===== src/hdl/assert_macros.svh =====
// Assertion macros shared by the motor stall detector RTL.
`ifndef ASSERT_MACROS_SVH
`define ASSERT_MACROS_SVH
`ifndef SYNTH
// Property that must hold at every clock edge outside reset.
`define MSFD_ASSERT(lbl, clk, rst, prop, msg) \
   lbl: assert property (@(posedge clk) disable iff (rst) (prop)) else $error(msg);
// Same-cycle implication.
`define MSFD_ASSERT_IMP(lbl, clk, rst, ante, cons, msg) \
   lbl: assert property (@(posedge clk) disable iff (rst) (ante) |-> (cons)) else $error(msg);
// Next-cycle implication.
`define MSFD_ASSERT_NXT(lbl, clk, rst, ante, cons, msg) \
   lbl: assert property (@(posedge clk) disable iff (rst) (ante) |=> (cons)) else $error(msg);
`else
`define MSFD_ASSERT(lbl, clk, rst, prop, msg)
`define MSFD_ASSERT_IMP(lbl, clk, rst, ante, cons, msg)
`define MSFD_ASSERT_NXT(lbl, clk, rst, ante, cons, msg)
`endif
`endif


===== src/hdl/msfd_pkg.sv =====
// Shared types and constants for the motor stall and Hall fault detector.
`default_nettype none
package msfd_pkg;

   localparam int CurW  = 14;
   localparam int TimeW = 32;
   localparam int CsrIdxW = 3;

   // event codes
   localparam logic [1:0] EVT_PULSE       = 2'd0;
   localparam logic [1:0] EVT_FAULT_CHECK = 2'd1;
   localparam logic [1:0] EVT_STALL_CHECK = 2'd2;
   localparam logic [1:0] EVT_CLEAR_BLOCK = 2'd3;

   // register indexes
   localparam logic [CsrIdxW-1:0] REG_RUN_CURRENT_MIN      = 3'd0;
   localparam logic [CsrIdxW-1:0] REG_RUN_CURRENT_MAX      = 3'd1;
   localparam logic [CsrIdxW-1:0] REG_NO_PULSE_INTERVAL_US = 3'd2;
   localparam logic [CsrIdxW-1:0] REG_STALL_CURRENT        = 3'd3;
   localparam logic [CsrIdxW-1:0] REG_STALL_TIME_US        = 3'd4;
   localparam logic [CsrIdxW-1:0] REG_FAULT_BLOCK_CURRENT  = 3'd5;
   localparam logic [CsrIdxW-1:0] REG_FAULT_HOLD_MS        = 3'd6;

   // register reset values
   localparam logic [CurW-1:0]  RST_RUN_CURRENT_MIN      = 14'd100;
   localparam logic [CurW-1:0]  RST_RUN_CURRENT_MAX      = 14'd1500;
   localparam logic [TimeW-1:0] RST_NO_PULSE_INTERVAL_US = 32'd200000;
   localparam logic [CurW-1:0]  RST_STALL_CURRENT        = 14'd2100;
   localparam logic [TimeW-1:0] RST_STALL_TIME_US        = 32'd200000;
   localparam logic [CurW-1:0]  RST_FAULT_BLOCK_CURRENT  = 14'd1500;
   localparam logic [TimeW-1:0] RST_FAULT_HOLD_MS        = 32'd500;

   typedef struct packed {
      logic [1:0]       req_type;
      logic [CurW-1:0]  current_ma;
      logic [TimeW-1:0] time_us;
      logic [TimeW-1:0] time_ms;
      logic             closing_cmd;
   } req_word_type;

   typedef struct packed {
      logic block_flag;
      logic homed;
      logic sensor_error;
      logic set_close_ref;
   } rsp_word_type;

   typedef struct packed {
      logic [CurW-1:0]  run_current_min;
      logic [CurW-1:0]  run_current_max;
      logic [TimeW-1:0] no_pulse_interval_us;
      logic [CurW-1:0]  stall_current;
      logic [TimeW-1:0] stall_time_us;
      logic [CurW-1:0]  fault_block_current;
      logic [TimeW-1:0] fault_hold_ms;
   } cfg_type;

endpackage
`default_nettype wire


===== src/hdl/motor_stall_fault_detector_core.sv =====
// Top level: motor stall and Hall sensor fault detector with handshake stages.
// A request word accepted into the input register is evaluated by the supervisor
//   and its result is captured in the response register.
// Throughput: one word per cycle while the response channel is not stalled.
// Reset (synchronous, active high): both stages empty, supervisor state cleared,
//   configuration registers back to their defaults.
`default_nettype none
`include "assert_macros.svh"
module motor_stall_fault_detector_core (
   input  wire logic                         clock,
   input  wire logic                         reset,
   // request channel
   input  wire logic                         req_valid,
   output logic                              req_ready,
   input  wire msfd_pkg::req_word_type       req_data,
   // response channel
   output logic                              rsp_valid,
   input  wire logic                         rsp_ready,
   output msfd_pkg::rsp_word_type            rsp_data,
   // configuration writes
   input  wire logic                         csr_we,
   input  wire logic [msfd_pkg::CsrIdxW-1:0] csr_index,
   input  wire logic [msfd_pkg::TimeW-1:0]   csr_wdata
);

   msfd_pkg::cfg_type      cfg;
   msfd_pkg::req_word_type in_word_ff;
   logic                   in_valid_ff, in_valid_in;
   msfd_pkg::rsp_word_type rsp_word_ff;
   msfd_pkg::rsp_word_type step_result;
   logic                   rsp_valid_ff, rsp_valid_in;
   logic                   advance;   // input word moves through supervisor
   logic                   take_req;

   msfd_cfg_regs u_cfg (
      .clock     (clock),
      .reset     (reset),
      .csr_we    (csr_we),
      .csr_index (csr_index),
      .csr_wdata (csr_wdata),
      .cfg       (cfg)
   );

   msfd_supervisor u_sup (
      .clock   (clock),
      .reset   (reset),
      .step_en (advance),
      .word    (in_word_ff),
      .cfg     (cfg),
      .result  (step_result)
   );

   // The response register frees up when empty or being drained this cycle.
   assign advance   = in_valid_ff && (!rsp_valid_ff || rsp_ready);
   // Input register takes a new word whenever it is empty or moving on.
   assign req_ready = !in_valid_ff || advance;
   assign take_req  = req_valid && req_ready;

   always_comb begin
      in_valid_in  = take_req || (in_valid_ff && !advance);
      rsp_valid_in = advance || (rsp_valid_ff && !rsp_ready);
   end

   always_ff @(posedge clock) begin
      if (reset) begin
         in_valid_ff  <= 1'b0;
         rsp_valid_ff <= 1'b0;
      end else begin
         in_valid_ff  <= in_valid_in;
         rsp_valid_ff <= rsp_valid_in;
      end
   end

   // payload registers, no reset
   always_ff @(posedge clock) begin
      if (take_req) begin
         in_word_ff <= req_data;
      end
      if (advance) begin
         rsp_word_ff <= step_result;
      end
   end

   assign rsp_valid = rsp_valid_ff;
   assign rsp_data  = rsp_word_ff;

   // a parked input word must not be overwritten
   `MSFD_ASSERT_NXT(a_in_hold, clock, reset, in_valid_ff && !advance, in_valid_ff && $stable(in_word_ff), "input word lost while stalled")
   // with both stages full and output stalled, no new word may enter
   `MSFD_ASSERT_IMP(a_full_blocks, clock, reset, in_valid_ff && rsp_valid_ff && !rsp_ready, !req_ready, "request taken with pipeline full")
   // a close reference strobe only comes with the homed flag set
   `MSFD_ASSERT_IMP(a_strobe_homed, clock, reset, rsp_valid_ff && rsp_word_ff.set_close_ref, rsp_word_ff.homed && rsp_word_ff.block_flag, "strobe without homed")

endmodule
`default_nettype wire


===== src/hdl/msfd_cfg_regs.sv =====
// Configuration register file for the motor stall and Hall fault detector.
`default_nettype none
module msfd_cfg_regs (
   input  wire logic                         clock,
   input  wire logic                         reset,
   input  wire logic                         csr_we,
   input  wire logic [msfd_pkg::CsrIdxW-1:0] csr_index,
   input  wire logic [msfd_pkg::TimeW-1:0]   csr_wdata,
   output msfd_pkg::cfg_type                 cfg
);

   msfd_pkg::cfg_type cfg_ff;
   msfd_pkg::cfg_type cfg_in;

   always_comb begin
      cfg_in = cfg_ff;
      if (csr_we) begin
         case (csr_index)
            msfd_pkg::REG_RUN_CURRENT_MIN:
               cfg_in.run_current_min = csr_wdata[msfd_pkg::CurW-1:0];
            msfd_pkg::REG_RUN_CURRENT_MAX:
               cfg_in.run_current_max = csr_wdata[msfd_pkg::CurW-1:0];
            msfd_pkg::REG_NO_PULSE_INTERVAL_US:
               cfg_in.no_pulse_interval_us = csr_wdata;
            msfd_pkg::REG_STALL_CURRENT:
               cfg_in.stall_current = csr_wdata[msfd_pkg::CurW-1:0];
            msfd_pkg::REG_STALL_TIME_US:
               cfg_in.stall_time_us = csr_wdata;
            msfd_pkg::REG_FAULT_BLOCK_CURRENT:
               cfg_in.fault_block_current = csr_wdata[msfd_pkg::CurW-1:0];
            msfd_pkg::REG_FAULT_HOLD_MS:
               cfg_in.fault_hold_ms = csr_wdata;
            default: ; // unmapped index, write dropped
         endcase
      end
   end

   always_ff @(posedge clock) begin
      if (reset) begin
         cfg_ff.run_current_min      <= msfd_pkg::RST_RUN_CURRENT_MIN;
         cfg_ff.run_current_max      <= msfd_pkg::RST_RUN_CURRENT_MAX;
         cfg_ff.no_pulse_interval_us <= msfd_pkg::RST_NO_PULSE_INTERVAL_US;
         cfg_ff.stall_current        <= msfd_pkg::RST_STALL_CURRENT;
         cfg_ff.stall_time_us        <= msfd_pkg::RST_STALL_TIME_US;
         cfg_ff.fault_block_current  <= msfd_pkg::RST_FAULT_BLOCK_CURRENT;
         cfg_ff.fault_hold_ms        <= msfd_pkg::RST_FAULT_HOLD_MS;
      end else begin
         cfg_ff <= cfg_in;
      end
   end

   assign cfg = cfg_ff;

endmodule
`default_nettype wire


===== src/hdl/msfd_supervisor.sv =====
// Supervisor state and per-event update logic.
`default_nettype none
`include "assert_macros.svh"
module msfd_supervisor (
   input  wire logic                   clock,
   input  wire logic                   reset,
   input  wire logic                   step_en,
   input  wire msfd_pkg::req_word_type word,
   input  wire msfd_pkg::cfg_type      cfg,
   output msfd_pkg::rsp_word_type      result
);

   logic                       pulse_absent_ff,   pulse_absent_in;
   logic [msfd_pkg::TimeW-1:0] fault_start_us_ff, fault_start_us_in;
   logic                       sensor_fault_ff,   sensor_fault_in;
   logic                       stall_armed_ff,    stall_armed_in;
   logic [msfd_pkg::TimeW-1:0] stall_start_us_ff, stall_start_us_in;
   logic [msfd_pkg::TimeW-1:0] fault_ok_ms_ff,    fault_ok_ms_in;
   logic                       block_seen_ff,     block_seen_in;
   logic                       homed_ff,          homed_in;
   logic                       strobe;

   logic                       in_window;
   logic [msfd_pkg::TimeW-1:0] fault_elapsed;
   logic [msfd_pkg::TimeW-1:0] stall_elapsed;
   logic [msfd_pkg::TimeW-1:0] hold_elapsed;
   logic [msfd_pkg::TimeW-1:0] stall_base;

   always_comb begin
      in_window = (word.current_ma > cfg.run_current_min) &&
                  (word.current_ma < cfg.run_current_max);
      fault_elapsed = word.time_us - fault_start_us_ff;
      stall_base    = stall_armed_ff ? stall_start_us_ff : word.time_us;
      stall_elapsed = word.time_us - stall_base;
      hold_elapsed  = word.time_ms - fault_ok_ms_ff;
   end

   always_comb begin
      pulse_absent_in   = pulse_absent_ff;
      fault_start_us_in = fault_start_us_ff;
      sensor_fault_in   = sensor_fault_ff;
      stall_armed_in    = stall_armed_ff;
      stall_start_us_in = stall_start_us_ff;
      fault_ok_ms_in    = fault_ok_ms_ff;
      block_seen_in     = block_seen_ff;
      homed_in          = homed_ff;
      strobe            = 1'b0;
      case (word.req_type)
         msfd_pkg::EVT_PULSE: begin
            pulse_absent_in = 1'b0;
            stall_armed_in  = 1'b0;
         end
         msfd_pkg::EVT_FAULT_CHECK: begin
            if (in_window && pulse_absent_ff) begin
               if (fault_elapsed >= cfg.no_pulse_interval_us) begin
                  sensor_fault_in = 1'b1;
                  stall_armed_in  = 1'b0;
                  homed_in        = 1'b0;
               end else begin
                  sensor_fault_in = 1'b0;
               end
            end else begin
               if (!pulse_absent_ff) begin
                  sensor_fault_in = 1'b0;
               end
               fault_start_us_in = word.time_us;
            end
            pulse_absent_in = 1'b1;
         end
         msfd_pkg::EVT_STALL_CHECK: begin
            if (word.closing_cmd) begin
               stall_start_us_in = stall_base;
               stall_armed_in    = 1'b1;
               if (sensor_fault_ff) begin
                  if (word.current_ma > cfg.fault_block_current) begin
                     if (hold_elapsed > cfg.fault_hold_ms) begin
                        block_seen_in = 1'b1;
                     end
                  end else begin
                     stall_armed_in = 1'b0;
                     fault_ok_ms_in = word.time_ms;
                  end
               end else if (stall_elapsed >= cfg.stall_time_us &&
                            word.current_ma >= cfg.stall_current) begin
                  block_seen_in = 1'b1;
                  if (!homed_ff) begin
                     strobe   = 1'b1;
                     homed_in = 1'b1;
                  end
               end
            end
         end
         msfd_pkg::EVT_CLEAR_BLOCK: begin
            block_seen_in = 1'b0;
         end
         default: ;
      endcase
   end

   always_comb begin
      result.block_flag    = block_seen_in;
      result.homed         = homed_in;
      result.sensor_error  = sensor_fault_in;
      result.set_close_ref = strobe;
   end

   always_ff @(posedge clock) begin
      if (reset) begin
         pulse_absent_ff   <= 1'b0;
         fault_start_us_ff <= '0;
         sensor_fault_ff   <= 1'b0;
         stall_armed_ff    <= 1'b0;
         stall_start_us_ff <= '0;
         fault_ok_ms_ff    <= '0;
         block_seen_ff     <= 1'b0;
         homed_ff          <= 1'b0;
      end else if (step_en) begin
         pulse_absent_ff   <= pulse_absent_in;
         fault_start_us_ff <= fault_start_us_in;
         sensor_fault_ff   <= sensor_fault_in;
         stall_armed_ff    <= stall_armed_in;
         stall_start_us_ff <= stall_start_us_in;
         fault_ok_ms_ff    <= fault_ok_ms_in;
         block_seen_ff     <= block_seen_in;
         homed_ff          <= homed_in;
      end
   end

   // a sensor fault always knocks out the position reference
   `MSFD_ASSERT_IMP(a_fault_drops_homed, clock, reset, $rose(sensor_fault_ff), !homed_ff, "homed survived sensor fault")
   // homing only happens on the healthy-sensor stall path
   `MSFD_ASSERT_IMP(a_strobe_no_fault, clock, reset, step_en && strobe, !sensor_fault_ff && homed_in && block_seen_in, "close ref strobe on wrong path")
   // state moves only on an evaluated word
   `MSFD_ASSERT_NXT(a_state_hold, clock, reset, !step_en, $stable(homed_ff) && $stable(sensor_fault_ff) && $stable(block_seen_ff), "state changed without a word")

endmodule
`default_nettype wire

===== config.mk =====
export PLATFORM = sky130hd
export DESIGN_NAME = motor_stall_fault_detector_core
export DESIGN_NICKNAME = d
export VERILOG_FILES = /design/src/hdl/msfd_pkg.sv /design/src/hdl/motor_stall_fault_detector_core.sv /design/src/hdl/msfd_cfg_regs.sv /design/src/hdl/msfd_supervisor.sv
export VERILOG_INCLUDE_DIRS = /design/src /design/src/hdl
export SDC_FILE = /design/constraint.sdc
export NUM_CORES = 1
export LEC_CHECK = 0
export ABC_AREA = 1
export ABC_CLOCK_PERIOD_IN_PS = 4300
export BUFFER_PORTS_ARGS = -buffer_cell sky130_fd_sc_hd__buf_2
export CORE_MARGIN = 2
export CORE_UTILIZATION = 37
export DETAILED_ROUTE_END_ITERATION = 10
export PLACE_DENSITY_LB_ADDON = 0.08
export SLEW_MARGIN = 25
export SYNTH_ARGS = -nofsm -noshare
export SYNTH_HDL_FRONTEND = slang
export SYNTH_SLANG_ARGS = --single-unit

===== constraint.sdc =====
create_clock -name clock -period 4.3 [get_ports clock]
set_clock_uncertainty 0.1 [all_clocks]
set_input_delay 0.215 -clock clock [delete_from_list [all_inputs] [get_ports clock]]
set_output_delay 0.215 -clock clock [all_outputs]
set_load 0.05 [all_outputs]

Word level (Yosys, flattened, before mapping)
Index checks and enable logic that the tools add are counted.
- bits in registers: 340
- output and inout bits: 6
- word-level logic and storage cells: 110
- eq/ne operators: 12
- reductions and logical operators: 32
- $add $sub $neg: 3
- muxes and demuxes: 25
- $lt $le $gt $ge: 7
- bitwise operators: 5
- operators by type and width (operator ; count):
    $sub A32 B32 Y32 ; 3
    $ge A32 B32 Y1 ; 2
    $gt A32 B32 Y1 ; 1
    $mux W32 ; 1
    $gt A14 B14 Y1 ; 2
    $mux W1 ; 20
    $reduce_and A2 Y1 ; 8
    $ge A14 B14 Y1 ; 1
    $lt A14 B14 Y1 ; 1
    $reduce_and A5 Y1 ; 2
    $eq A3 B3 Y1 const B ; 3
    $logic_and A1 B1 Y1 ; 7
    $eq A3 B2 Y1 const B ; 2
    $pmux W1 S2 ; 3
    $reduce_and A3 Y1 ; 2
    $not A1 Y1 ; 5
    $eq A2 B2 Y1 const B ; 2
    $logic_not A1 Y1 ; 4
    $logic_or A1 B1 Y1 ; 4
    $ne A2 B1 Y1 const B ; 2
    $reduce_or A4 Y1 ; 1
    $eq A3 B1 Y1 const B ; 1
    $logic_not A3 Y1 ; 1
    $pmux W1 S3 ; 1
    5 further kinds ; 5

Depth between registers and ports, before layout
- depth after elaboration: 8
- gate-level depth with buffers: 32

By module
Synthesis repeated with hierarchy kept, for this count alone.
- cells, all modules: 2973
- area, all modules: 21658.3 µm²
- modules (own cells, without submodules) (module ; area each (µm²) ; cells each ; sequential area each (µm²) ; instances):
    msfd_supervisor ; 13138.9 ; 2040 ; 2021.9 ; 1
    msfd_cfg_regs ; 5875.6 ; 836 ; 3042.9 ; 1
    motor_stall_fault_detector_core ; 2643.8 ; 97 ; 2592.5 ; 1

Worst setup path after synthesis
Ideal clock, no wire load.
- kind: register -> register
- start: reg u_sup.stall_armed_ff
- end: reg u_sup.homed_ff
- clock period less this slack: 3862 ps
- library setup time: 56 ps
- arrival time: 3706 ps
- required time: 4144 ps
- path slack: 438 ps
- stages on the path, launching flop included: 32
- cells stage by stage: dfxtp_1 > clkbuf_1 > clkbuf_1 > nand2_1 > o21ai_0 > ha_1 > inv_1 > fa_1 > nand3_1 > nand2_2 > a21oi_4 > o21ai_2 > a21o_1 > nand2_1 > nand2_2 > nand2_2 > nand3_2 > nand2_1 > nand2_1 > ha_1 > nand2_1 > nor2_1 > nand2_1 > nor2_1 > nand4_1 > nand3_1 > nand4_1 > nand2_1 > nand2_1 > nand3_1 > nand2_1 > inv_1
- word-level cells in the longest chain between the ends: 8
- ends and longest elaborated chain (item ; RTL line ; source):
    from (decl) ; msfd_supervisor.sv:16 ; logic stall_armed_ff, stall_armed_in;
    from (signal assigned) ; msfd_supervisor.sv:121 ; stall_armed_ff <= stall_armed_in;
    $mux W32 ; msfd_supervisor.sv:33 ; stall_base = stall_armed_ff ? stall_start_us_ff : word.time_us;
    via u_sup.stall_base (one bit) ; msfd_supervisor.sv:27 ; logic [msfd_pkg::TimeW-1:0] stall_base;
    $sub A32 B32 Y32 ; msfd_supervisor.sv:34 ; stall_elapsed = word.time_us - stall_base;
    $ge A32 B32 Y1 ; msfd_supervisor.sv:83 ; end else if (stall_elapsed >= cfg.stall_time_us &&
    $logic_and A1 B1 Y1 ; msfd_supervisor.sv:83 ;
    $mux W1 ; msfd_supervisor.sv:83 ;
    $mux W1 ; msfd_supervisor.sv:74 ; if (sensor_fault_ff) begin
    $mux W1 ; msfd_supervisor.sv:71 ; if (word.closing_cmd) begin
    $pmux W1 S2 ; msfd_supervisor.sv:48 ; case (word.req_type)
    to (signal assigned) ; msfd_supervisor.sv:125 ; homed_ff <= homed_in;
    to (decl) ; msfd_supervisor.sv:20 ; logic homed_ff, homed_in;
The timed path passes the listed nets, and every way through them passes these cells.
A chain may end at the register's enable or synchronous reset.

Worst setup path in the final report
- start: reg u_sup.stall_armed_ff
- end: reg rsp_word_ff, in the netlist rsp_data[2], data pin
- word-level cells in the longest chain between the ends: 8
- ends and longest elaborated chain (item ; RTL line ; source):
    $mux W32 ; msfd_supervisor.sv:33 ;
    $sub A32 B32 Y32 ; msfd_supervisor.sv:34 ;
    $ge A32 B32 Y1 ; msfd_supervisor.sv:83 ;
    $logic_and A1 B1 Y1 ; msfd_supervisor.sv:83 ;
    $mux W1 ; msfd_supervisor.sv:83 ;
    $mux W1 ; msfd_supervisor.sv:74 ;
    $mux W1 ; msfd_supervisor.sv:71 ;
    $pmux W1 S2 ; msfd_supervisor.sv:48 ;
    via u_sup.homed_in ; msfd_supervisor.sv:20 ;
    to (signal assigned) ; motor_stall_fault_detector_core.sv:80 ; rsp_word_ff <= step_result;
    to (decl) ; motor_stall_fault_detector_core.sv:29 ; msfd_pkg::rsp_word_type rsp_word_ff;
The timed path passes the listed nets, and every way through them passes these cells.

==> flow_metrics.env <==
export IMPL_cap_violations=0
export IMPL_syn_instance_count=2640
export IMPL_hold_viol=0
export IMPL_port_buffers=126
export IMPL_layout_min_cycle_time_ns=4.08
export IMPL_final_antenna_net_count=0
export IMPL_grt_overflow=0
export IMPL_synth_edff_count=85
export IMPL_cts_sinks=340
export IMPL_cp_slowest_cell="ha_1"
export IMPL_synth_most_common_cell="nand2_1"
export IMPL_drt_iter0_drc=1045
export IMPL_grt_pass1_wl_um=96400
export IMPL_path_class="reg2reg"
export IMPL_cp_start_kind="flip-flop"
export IMPL_place_gp_congestion=0.947
export IMPL_ys_ff_latch=340
export IMPL_yosys_most_used_dff="dfxtp_1"
export IMPL_hpwl_um=45700
export IMPL_cts_buffers=42
export IMPL_die_area_mm2=0.0579
export IMPL_maxSlewViolCount=0
export IMPL_grt_total_usage=0.212
export IMPL_core_rowCount=86
export IMPL_drive_gt1_frac=0.101
export IMPL_outcome="completed"
export IMPL_worst_pin_slew_ns=0.991
export IMPL_synth_commonest_cells="438 x nand2_1, 381 x inv_1, 366 x a21oi_1"
export IMPL_crit_chain="buf_12 -> buf_4 -> o21ai_0 -> ha_1 -> nand2_1 -> nor3_1 -> a21oi_1 -> nand2_1 -> a31oi_2 -> xor2_1 -> ha_1 -> a21oi_1 -> o21a_1 -> nand2_1 -> a21oi_1 -> nand3_1 -> nand4_1 -> nand2_1 -> nand2_1 -> nand2_1"
export IMPL_end_kind="flip-flop"
export IMPL_clk_latency_ns=0.59
export IMPL_crit_path_max_fanout=16
export IMPL_dp_cells=3455
export IMPL_design_portCount=127
export IMPL_start_util=0.375
export IMPL_cpMostUsedCell="nand2_1"
export IMPL_first_global_vias=17600
export IMPL_yosysUniqueCellTypes=53
export IMPL_ys_warn_count=0
export IMPL_yosysSeqAreaShare=0.370
export IMPL_arrival_ns=4.33
export IMPL_via_per_inst=4.99
export IMPL_root_buffer="clkbuf_16"
export IMPL_postPlaceCellArea_mm2=0.0221
export IMPL_h_tree_depth=2
export IMPL_dr_total_vias=18200
export IMPL_cts_tree="built"
export IMPL_final_area_mm2=0.0249
export IMPL_syn_num_nets=3014
export IMPL_critPathRequiredTime_ns=4.55
export IMPL_slowest_delay_ns=0.43
export IMPL_wl_per_cell_um=16.9
export IMPL_drcViolationCount=0
export IMPL_power_density_mw_per_mm2=373
export IMPL_fmax_ghz=0.245
export IMPL_core_mm2=0.0552
export IMPL_hold_path_class="in2reg"
export IMPL_timing_slew_headroom=0.337
export IMPL_synth_avg_cell_area_um2=7.84
export IMPL_fin_nets=3246
export IMPL_instances_no_fill=3653
export IMPL_ys_async_sr_fraction=0
export IMPL_synth_largest_area_cell="dfxtp_1"
export IMPL_synth_top_cell_area_share=0.247
export IMPL_netlist_area_mm2=0.0207
export IMPL_routed_wl_um=61800
export IMPL_synth_area_leaders="dfxtp_1 25%, ha_1 15%, edfxtp_1 12%"
export IMPL_antenna_found_initial=0
export IMPL_n_antenna_cell=0
export IMPL_vdd_ir_drop_worst_uv=281
export IMPL_fin_crit_sh=0.949
export IMPL_die_y_um=241
export IMPL_setup_viol=0
export IMPL_clkTransAtPathRegs_ns=0.06
export IMPL_firstDrtPassIters=5
export IMPL_syn_to_final_growth_pct=20.0
export IMPL_grt_max_degree=120
export IMPL_max_clock_path_buffers=3
export IMPL_leakagePower_nw=10.5
export IMPL_die_x_um=241
-- kinds of logic (layout without fill, tap and decap cells) --
logic type               count (synthesis)  after routing  synth area share
buffers and inverters                  465            730            0.0854
AO/OA/AOI/OAI                          796            796             0.216
XOR/XNOR                                86             86            0.0364
flip-flops                             340            340             0.370
adder cells (fa/ha/maj)                253            253             0.154
AND/OR/NAND/NOR                        700            700             0.138
-- power by group --
part / total, W / leakage [nW] / internal, W / switching, W
Sequential: 0.00348 / 2.90 / 0.00341 / 0.0000744
Clock: 0.00363 / 0.697 / 0.00213 / 0.00150
Combinational: 0.00217 / 6.91 / 0.000833 / 0.00133
-- flip-flops by register name (all words and copies together), names as in the netlist --
signal / cells
u_cfg.cfg: 152
in_word_ff: 81
u_sup.fault_ok_ms_ff: 32
u_sup.fault_start_us_ff: 32
u_sup.stall_start_us_ff: 32
rsp_data: 4
in_valid_ff: 1
rsp_valid: 1
u_sup.block_seen_ff: 1
u_sup.homed_ff: 1
u_sup.pulse_absent_ff: 1
u_sup.sensor_fault_ff: 1
u_sup.stall_armed_ff: 1
-- placed cells by master (no fill, tap or decap), types with 14 or more instances in the layout --
| cell type | count |
|---|---|
| nor3_1 | 15 |
| dfxtp_1 | 254 |
| xnor2_1 | 24 |
| o21a_1 | 20 |
| o21ai_1 | 33 |
| nand4_1 | 30 |
| clkbuf_16 | 44 |
| inv_1 | 379 |
| dlygate4sd3_1 | 118 |
| nor2_1 | 142 |
| nand3_1 | 45 |
| nand2_1 | 438 |
| ha_1 | 249 |
| xor2_1 | 61 |
| o211ai_1 | 43 |
| edfxtp_1 | 85 |
| buf_4 | 19 |
| o21ai_0 | 250 |
| a21oi_2 | 14 |
| a21oi_1 | 362 |
| buf_2 | 126 |
-- critical path, delay by kind of cell, from the launching register on --
kind / cells / cell delay (ns)
AOI/OAI and AO/OA: 6 / 0.76
xor gates and xnor gates: 1 / 0.17
adders and majority gates: 2 / 0.73
buffers and inverters: 2 / 0.40
DFF: 1 / 0.42
and+or+nand+nor: 9 / 1.23
-- cell type report --
class	instances	area (um^2)
clock inverter	20	218
fill	5528	30300
multi-input combinational	1835	11400
inverter	386	1460
timing repair buffer	267	2040
sequential	340	7660
tap	748	936
clock buffer	57	1190
-- through the flow --
step                      setup TNS (ns)  hold slack, ns  total power, W  setup slack [ns]  utilization
after detailed placement               0           0.293         0.00559             0.164        0.401
final                                  0          0.0772         0.00928             0.219        0.450
after floorplan                        0           0.214         0.00496             0.438            -
after CTS                              0         0.00892         0.00938             0.141        0.448
after global placement                 0           0.291         0.00557             0.194        0.401
after global routing             -0.0281          0.0999         0.00982           -0.0281        0.450
-- path summary, 6_finish.rpt --
kind                                                start                                 endpoint  slack (ns)  cells after the start
setup / recovery        u_sup.stall_armed_ff$_SDFFE_PP0P_                    rsp_data[2]$_DFFE_PP_        0.22                     20
hold / removal                               csr_index[1]              u_cfg.cfg[140]$_SDFFE_PP1P_        0.08                      5
setup reg to reg        u_sup.stall_armed_ff$_SDFFE_PP0P_                    rsp_data[2]$_DFFE_PP_        0.22                     20
hold reg to reg   u_sup.stall_start_us_ff[5]$_SDFFE_PP0P_  u_sup.stall_start_us_ff[5]$_SDFFE_PP0P_        0.35                      2
-- routing by layer --
metal | wire [um] | track usage
met2 | 28100 | 0.350
met5 | 0 | 0
met1 | 30000 | 0.291
met4 | 1620 | 0.0642
met3 | 2040 | 0.0232
-- repair_timing --
action / 4_1_cts / 5_1_grt
gates resized for setup: 0 / 32
buffers inserted: 0 / 1
hold buffers: 118 / 0
setup endpoints to repair: 0 / 7
endpoints found under the hold margin: 234 / 0
(Power assumes the default switching activity.)
